$ cat config.mk
export PLATFORM = sky130hd
export DESIGN_NAME = cip_mac
export DESIGN_NICKNAME = d
export VERILOG_FILES = /design/src/hw/rtl/coupled_inertia_plant_with_delay_unit_defines.svh /design/src/hw/rtl/cip_mac.sv
export SDC_FILE = /design/constraint.sdc
export NUM_CORES = 1
export LEC_CHECK = 0
export ABC_AREA = 0
export BUFFER_PORTS_ARGS = -buffer_cell sky130_fd_sc_hd__buf_2
export CAP_MARGIN = 30
export CELL_PAD_IN_SITES_DETAIL_PLACEMENT = 1
export CELL_PAD_IN_SITES_GLOBAL_PLACEMENT = 2
export CORE_MARGIN = 2
export CORE_UTILIZATION = 45
export DETAILED_ROUTE_END_ITERATION = 8
export PLACE_DENSITY = 0.87
export SLEW_MARGIN = 20
export SYNTH_ARGS = -nofsm -noshare
export SYNTH_HDL_FRONTEND = slang
export SYNTH_SLANG_ARGS = --single-unit
export TNS_END_PERCENT = 10
$ cat constraint.sdc
create_clock -name clk_i -period 9.65 [get_ports clk_i]
set_clock_uncertainty 0.2 [all_clocks]
set_input_delay 0 -clock clk_i [delete_from_list [all_inputs] [get_ports clk_i]]
set_output_delay 0 -clock clk_i [all_outputs]
set_load 0.03 [all_outputs]
$ cat src/hw/rtl/coupled_inertia_plant_with_delay_unit_defines.svh
// Assertion macros shared by the plant RTL.
// Depends on nothing; included by files that carry assertions.
`ifndef COUPLED_INERTIA_PLANT_WITH_DELAY_UNIT_DEFINES_SVH
`define COUPLED_INERTIA_PLANT_WITH_DELAY_UNIT_DEFINES_SVH
// Check a property on every clock edge outside reset.
`define CIP_ASSERT(lbl, clk, rstn, prop, msg) \
  lbl: assert property (@(posedge clk) disable iff (!rstn) prop) else $error(msg);
// Check a property on every clock edge, reset included.
`define CIP_ASSERT_ALWAYS(lbl, clk, prop, msg) \
  lbl: assert property (@(posedge clk) prop) else $error(msg);
`endif

$ cat src/hw/rtl/cip_mac.sv
// Shared multiply-accumulate: one 18x18 signed product per enabled cycle into a Q.31 sum.
// Depends on nothing; instantiated by the top level.
module cip_mac (
  input  logic               clk_i,
  input  logic               clear_i,
  input  logic               en_i,
  input  logic signed [17:0] a_i,
  input  logic signed [17:0] b_i,
  output logic signed [36:0] acc_o
);

  logic signed [35:0] prod;
  logic signed [36:0] acc_q;

  assign prod = a_i * b_i;

  // Add one product per enabled cycle; clear wins
  always_ff @(posedge clk_i) begin
    if (clear_i) begin
      acc_q <= '0;
    end else if (en_i) begin
      acc_q <= acc_q + 37'(prod);
    end
  end

  assign acc_o = acc_q;

endmodule

==> metrics, run 1 <==
Root Driver=clkbuf_16; period utilization=0.709; vias in the first global route=12,200; Synth Area in Simple Gates=0.149; status=complete, no violations; routed len/inst=18.5 um; Clock Latency Late Sink=290 ps; CTS max path bufs=2; Slew @ Worst Pin=830 ps; critical path data arrival time=6840 ps; Routed Wire Length=38.2 mm; die area=34,300 sq um; Starting DRT DRC Count=298; gr usage total=0.240; critical path launch point=a_i[17]; Final Util=0.482; Hold WS=97.3 ps; Antenna Nets Post-Route=0; port buffer count=75; die height=185 um; clk sinks=37; Async S/R FF share, synth=0; proportion of synthesized area in mux cells=0.0169; Starting Density=0.455; crit path cell chain=buf_2 > nand2_1 > fa_1 > inv_1 > fa_1 > inv_1 > fa_1 > inv_1 > fa_1 > fa_1 > inv_1 > fa_1 > inv_1 > ha_1 > ha_1 > a21o_1 > a2111o_1 > a221oi_2 > a211oi_1 > a31oi_1 > o21bai_1 > a21o_1 > xnor2_1 > a211oi_1; Hold Startpoint=clear_i; net count after synthesis=2,113; first-pass GRT wire length=62.7 mm; core area=32,500 sq um; 1st-pass router iterations=4; sequential element share of the synthesized area=0.0501; Syn Std Cell Area=14,800 sq um; Synth top cells by count=inv_1, fa_1, and2_1; Setup Crit Path Kind=primary input to flop; row count=66; CP Launch Type=primary input; Avg Inst Size Synth=9.29 sq um; area of the multi-input gates=12,200 sq um; post_cts resized=0; Final Critical Period=6840 ps; Reg clk slew, reported paths=60 ps; initial antenna violation count=0; htree depth=2; Synth area leaders=fa_1, inv_1, ha_1; Synth top area share=0.500; largest area contributor in the netlist=fa_1; Reg area=741 sq um; ant diodes=0; Crit. End Element=flop; Final #Nets=2,141; TritonCTS buffer count=5; global route overflow=0; cts hold-fix bufs=0; compound-cell area share of the yosys netlist=0.0426; CP required=9650 ps; worst flop-to-flop path startpoint=acc_o[16]; post-synthesis adder-cell area fraction=0.597; Final setup viols=0; Die W=185 um; largest family of logic cells by synthesized area=adder cells; Area Overhead vs Synth=5.86%; Top cell by count, worst path=fa_1; setup_tns=0 ps; number of max-cap violations=0; largest net degree at the start of global routing=43; Post-Synth XOR/XNOR Area=0.0237; RePlAce Congestion=0.852; CP max stage delay=620 ps; postcts setup bufs=0; Crit Path Max Fanout=18; TritonCTS clock tree=built; count leader, synth=inv_1; synth warn=0; Post-synth EDFFs=0; headroom to the max-slew limit=0.446; Residual DRC=0; share of cells above drive strength 1=0.0543; Placed Cells=2,054; Critical Path Slowest Stage Cell=fa_1; Min-Delay Path Class=primary input to flop; Fin. Hold Viols=0; Top delay family on crit path=adder cells; fin. max-slew vios=0; Post-DP HPWL=32.9 mm; Fillers=3,760; Buf/Inv on CP=6; vias=10,500; io pins=76; #FFs+latches synth=37; max FFs per register=37; Finished Layout Cells=2,062; Fmax=146 MHz; vias per cell=5.09; cell count after synthesis=1,591; most common flop cell mapped by yosys=dfxtp_1; RSZ-0062 raised after global routing=no; Synth cell types=56
## cell type report
cell class                 count  share of cell area
multi-input combinational   1078               0.783
inverter                     421               0.101
sequential                    37              0.0474
tap                          442              0.0354
timing repair buffer          76              0.0245
clock buffer                   6             0.00824
clock inverter                 2            0.000640
## through the flow
step	setup WS, ps	area [sq um]
CTS	2770	15600
global route	2280	15600
detailed placement	2470	15500
floorplan	3060	14800
global placement	2690	15500
finish	2810	15600
## path summary, 6_finish.rpt
path | to | slack (ps) | depth (start not counted)
worst max-delay path | acc_o[31] | 2810 | 24
worst max register to register | acc_o[26] | 3960 | 17
worst min-delay path | acc_o[9] | 100 | 2
worst min register to register | acc_o[27] | 270 | 2
## layout by cell type, fill, tap and decap left out, types with 6 or more instances in the layout
master | Yosys | final
a211oi_1 | 7 | 7
a21o_1 | 6 | 6
a21oi_1 | 26 | 26
a31oi_1 | 7 | 7
and2_1 | 182 | 182
and3_1 | 7 | 7
buf_2 | 2 | 75
dfxtp_1 | 37 | 37
fa_1 | 369 | 369
ha_1 | 114 | 114
inv_1 | 420 | 420
mux2i_1 | 25 | 25
nand2_1 | 148 | 148
nand2b_1 | 11 | 11
nand3_1 | 7 | 7
nor2_1 | 58 | 58
nor3_1 | 6 | 6
o21ai_0 | 13 | 13
xnor2_1 | 28 | 28
xor2_1 | 12 | 12
## routing by layer
layer,GRT usage,wire length [um]
met4,0.0698,1160
met5,0,0
met2,0.478,22000
met1,0.268,14200
met3,0.0222,848
## worst register-to-register path, stage by stage (launching register included)
cell and delay (ps):
dfxtp_1 380, inv_1 100, fa_1 550, inv_1 50
fa_1 480, fa_1 460, fa_1 560, fa_1 440
ha_1 410, a2111oi_0 370, o21ai_1 120, o21ai_0 260
inv_1 100, a221oi_1 490, o221ai_1 200, o211ai_1 150
or4_1 140, o311ai_1 90
## cells by family after synthesis
family	Yosys count
AND/OR/NAND/NOR	435
XOR/XNOR	40
adder cells (fa/ha/maj)	483
AO/OA/AOI/OAI	95
buffers and inverters	476
flip-flops	37
multiplexers	25
Power of run 1 is not shown: default switching activity piles up to over one toggle a cycle in this logic, so the estimate is an artifact.
==> inputs of run 2 (changes only) <==
Settings changed: CORE_UTILIZATION 45 to 42, PLACE_DENSITY 0.87 to 0.82.
Clock period 9.65 ns to 7 ns, I/O delays scaled along.
==> run 2 against run 1 <==
Effect of this change:
- critical path type unchanged
- first-iteration DRC count increased by 10%
- register-to-register slack got worse by 2600 ps
- highest routed layer unchanged
- die area increased by 7.0%
- critical path depth decreased by 2
- setup slack got worse by 2300 ps
- global-route usage decreased by 1.1 points
==> metrics, run 2 (synthesis gave the netlist of run 1 again) <==
vias in the first global route=12,200 (-0.38%); post_cts resized=0 (unchanged); Fillers=4,057 (+7.9%); Top delay family on crit path=adder cells; critical path data arrival time=6400 ps (-440 ps); largest net degree at the start of global routing=43 (unchanged); Critical Path Slowest Stage Cell=fa_1; setup_tns=0 ps (unchanged); crit path cell chain=buf_2 > nand2_1 > fa_1 > inv_1 > fa_1 > fa_1 > inv_1 > fa_1 > fa_1 > inv_1 > fa_1 > ha_1 > ha_1 > a21o_1 > a2111o_1 > a221oi_2 > a2111oi_1 > a211o_1 > a311oi_2 > xnor2_1 > mux2i_1 > nor2_1; status=complete, no violations; gr usage total=0.229 (-0.0107); clk sinks=37 (unchanged); max FFs per register=37 (unchanged); TritonCTS buffer count=5 (unchanged); Fin. Hold Viols=0 (unchanged); cts hold-fix bufs=0 (unchanged); Residual DRC=0 (unchanged); port buffer count=75 (unchanged); vias per cell=5.03 (-1.2%); CTS max path bufs=2 (unchanged); worst flop-to-flop path startpoint=acc_o[15]; Buf/Inv on CP=4 (-2); CP max stage delay=700 ps (+80 ps); Final Critical Period=6450 ps; die area=36,700 sq um (+7.0%); die height=192 um (+3.4%); row count=68 (+3.0%); TritonCTS clock tree=built; Setup Crit Path Kind=primary input to flop; Min-Delay Path Class=primary input to flop; CP required=6950 ps (-2700 ps); number of max-cap violations=0 (unchanged); commonest non-fill, non-tap cell in the layout=inv_1; Final #Nets=2,171 (+1.4%); Antenna Nets Post-Route=0 (unchanged); flop-to-flop setup slack=1360 ps (-2600 ps); Clock Latency Late Sink=290 ps (about the same); Post-DP HPWL=35.2 mm (+7.1%); postcts setup bufs=0 (unchanged); Starting DRT DRC Count=329 (+10%); period utilization=0.922; Reg clk slew, reported paths=60 ps (about the same); 1st-pass router iterations=4 (unchanged); Starting Density=0.427 (-0.0286); Area Overhead vs Synth=7.52%; WHS Endpoint=acc_o[29]; RSZ-0062 raised after global routing=no; critical path launch point=b_i[4]; Die W=192 um (+3.4%); io pins=76 (unchanged); vias=10,600 (+0.81%); Fmax=155 MHz; ant diodes=0 (unchanged); CP Launch Type=primary input; Root Driver=clkbuf_16; htree depth=2 (unchanged); Top cell by count, worst path=fa_1; first-pass GRT wire length=64.1 mm (+2.2%); Crit. End Element=flop; RePlAce Congestion=0.831 (-2.5%); core area=34,600 sq um (+6.7%); share of cells above drive strength 1=0.0721 (+0.0178); RR Endpoint=acc_o[22]; Slew @ Worst Pin=824 ps (-6.01 ps); Final setup viols=0 (unchanged); headroom to the max-slew limit=0.450 (+0.00401); Crit Path Max Fanout=18 (unchanged); fin. max-slew vios=0 (unchanged); initial antenna violation count=3 (+3); Hold Startpoint=clear_i; Worst Hold Depth=2 (unchanged); most frequent cells in the layout=inv_1, fa_1, and2_1; Routed Wire Length=39.4 mm (+3.1%); routed len/inst=18.7 um (+0.99%); global route overflow=0 (unchanged); R2R cell count=18 (+1)
run 2: cell count changes in the layout (fill, tap and decap cells not counted), sizes merged:
| cell | before | now |
|---|---|---|
| buf | 76 | 106 |
| clkinvlp | 0 | 1 |
| clkbuf | 6 | 5 |
run 2: area by class of cell:
class                      count  area, sq um  area share
tap                          455          569      0.0358
sequential                    37          741      0.0466
clock inverter                 3         17.5     0.00110
multi-input combinational   1078        12200       0.771
timing repair buffer         106          608      0.0383
inverter                     421         1580      0.0995
clock buffer                   5          125     0.00788
run 2: metrics by stage:
stage	setup slack, ps	cell area [sq um]	cells	hold WS, ps	util
after floorplan	412	14800	1591	20.1	-
after global placement	391	15700	2097	264	0.455
after detailed placement	250	15700	2097	261	0.455
after CTS	534	15900	2105	93.0	0.459
after global routing	148	15900	2105	123	0.459
final	546	15900	2105	91.8	0.459
run 2: layer usage:
metal	wire length [um]	part of all wire	global-route usage
met1	15000	0.38	0.264
met4	868	0.022	0.0464
met2	22700	0.57	0.454
met5	0	0	0
met3	866	0.022	0.0217
run 2: worst reg2reg max path, delay by kind of cell (launching register included):
family,cells,cell delay (ps)
buf+inv,4,470
xor+xnor,1,140
fa+ha+maj,6,2780
mux,1,130
compound gates,5,1290
simple gates,1,60
flops,1,430
run 2: how the worst max path moves through the flow:
stage | end | slack (ps) | depth (start not counted)
final | acc_o[35] | 550 | 22
after global placement | acc_o[35] | 390 | 24
after floorplan | acc_o[35] | 410 | 24
after CTS | acc_o[35] | 530 | 22
after detailed placement | acc_o[35] | 250 | 22
after global routing | acc_o[36] | 150 | 23
Power of run 2 is left out for the same reason.
==> inputs of run 3 (changes only) <==
Settings changed: HOLD_SLACK_MARGIN set to 0.15.
==> run 3 against run 2 <==
Effect of this change:
- count of clock-buffer cells in the layout unchanged
- largest cell class unchanged
- flip-flop and latch count unchanged
- die area unchanged
- setup slack got worse by 24 ps
- global-route usage about the same
- highest routed layer unchanged
- register-to-register slack improved by 30 ps
- hold slack improved by 98 ps
- sequential share of layout area about the same
- final cell count about the same
- critical path type unchanged
- non-clock buffer count increased by 1
==> metrics, run 3 (synthesis gave the netlist of run 1 again) <==
Area Overhead vs Synth=7.59% (about the same); Starting DRT DRC Count=310 (-5.8%); global route overflow=0 (unchanged); Slew @ Worst Pin=841 ps (+16.6 ps); Fin. Hold Viols=0 (unchanged); RePlAce Congestion=0.831 (unchanged); Residual DRC=0 (unchanged); Setup Crit Path Kind=primary input to flop; headroom to the max-slew limit=0.439 (-0.0110); setup ws final=522 ps (-24.3 ps); port buffer count=75 (unchanged); period utilization=0.925 (+0.00347); Hold Startpoint=en_i; CP Launch Type=primary input; commonest non-fill, non-tap cell in the layout=inv_1; post_cts resized=0 (unchanged); largest net degree at the start of global routing=43 (unchanged); Worst Hold Depth=4 (+2); TritonCTS buffer count=5 (unchanged); R2R cell count=18 (unchanged); RSZ-0062 raised after global routing=no; clk sinks=37 (unchanged); Crit. End Element=flop; Crit Path Max Fanout=9 (-9); status=complete, no violations; routed len/inst=18.7 um (about the same); max FFs per register=37 (unchanged); Die W=192 um (unchanged); row count=68 (unchanged); Root Driver=clkbuf_16; critical path launch point=b_i[0]; TritonCTS clock tree=built; Reg clk slew, reported paths=60 ps (about the same); ant diodes=0 (unchanged); CP required=6990 ps (+40 ps); worst slack, placed=250 ps (unchanged); setup_tns=0 ps (unchanged); Min-Delay Path Class=primary input to flop; critical path data arrival time=6470 ps (+70 ps); htree depth=2 (unchanged); gr usage total=0.229 (about the same); most frequent cells in the layout=inv_1, fa_1, and2_1; vias in the first global route=12,200 (+0.049%); Final #Nets=2,172 (+0.046%); Antenna Nets Post-Route=0 (unchanged); fin. max-slew vios=0 (unchanged); Final Critical Period=6480 ps (+24.3 ps); 1st-pass router iterations=6 (+2); initial antenna violation count=3 (unchanged); Clock Latency Late Sink=290 ps (about the same); first-pass GRT wire length=64.1 mm (about the same); CTS max path bufs=2 (unchanged); Fmax=154 MHz (-0.38%); vias per cell=5.02 (-0.15%); Final setup viols=0 (unchanged); die height=192 um (unchanged); Starting Density=0.427 (unchanged); Post-DP HPWL=35.2 mm (unchanged); core area=34,600 sq um (unchanged); number of max-cap violations=0 (unchanged); share of cells above drive strength 1=0.0721 (about the same); vias=10,600 (-0.10%); worst flop-to-flop path startpoint=acc_o[15]; die area=36,700 sq um (unchanged); Routed Wire Length=39.5 mm (about the same); io pins=76 (unchanged)
run 3: changes by cell type in the layout (fill, tap and decap cells not counted):
cell and change:
dlygate4sd3_1 +1
run 3: timing repair:
action / 4_1_cts / 5_1_grt
setup buffers: 0 / 0
hold buffers: 1 / 0
endpoints found under the setup margin: 0 / 0
hold endpoints to repair: 26 / 0
run 3: through the flow:
step	area [sq um]	util	cells	hold WS, ps
final	15900	0.459	2106	190
after global routing	15900	0.459	2106	236
after CTS	15900	0.459	2106	182
after detailed placement	15700	0.455	2097	261
after global placement	15700	0.455	2097	264
after floorplan	14800	-	1591	20.1
run 3: area by class of cell:
| cell class | instances | area (sq um) |
|---|---|---|
| Clock buffer | 5 | 125 |
| Clock inverter | 3 | 17.5 |
| Fill cell | 4058 | 18700 |
| Inverter | 421 | 1580 |
| Multi-Input combinational cell | 1078 | 12200 |
| Sequential cell | 37 | 741 |
| Tap cell | 455 | 569 |
| Timing Repair Buffer | 107 | 618 |
run 3: worst max-delay path, stage by stage:
cell and delay, ps:
buf_2 220, nand2_1 190, fa_1 610, inv_1 130, fa_1 500, inv_1 230, buf_4 260, fa_1 430
inv_1 90, fa_1 450, fa_1 580, fa_1 420, ha_1 290, ha_1 380, and3_1 220, and4_1 270
and3_1 220, a21oi_1 110, o211a_1 270, or3_1 310, a311oi_1 300
run 3: routing by layer:
| metal | track usage | up-vias | share of wire |
|---|---|---|---|
| met1 | 0.264 | 5630 | 0.38 |
| met2 | 0.455 | 140 | 0.58 |
| li1 | - | 4750 | - |
| met5 | 0 | - | 0 |
| met3 | 0.0217 | 51 | 0.025 |
| met4 | 0.0464 | 0 | 0.022 |
run 3: worst paths after layout:
| kind | endpoint | slack (ps) |
|---|---|---|
| max | acc_o[34] | 520 |
| min | acc_o[5] | 190 |
| max reg2reg | acc_o[22] | 1390 |
| min reg2reg | acc_o[5] | 300 |
Power of run 3 is left out for the same reason.
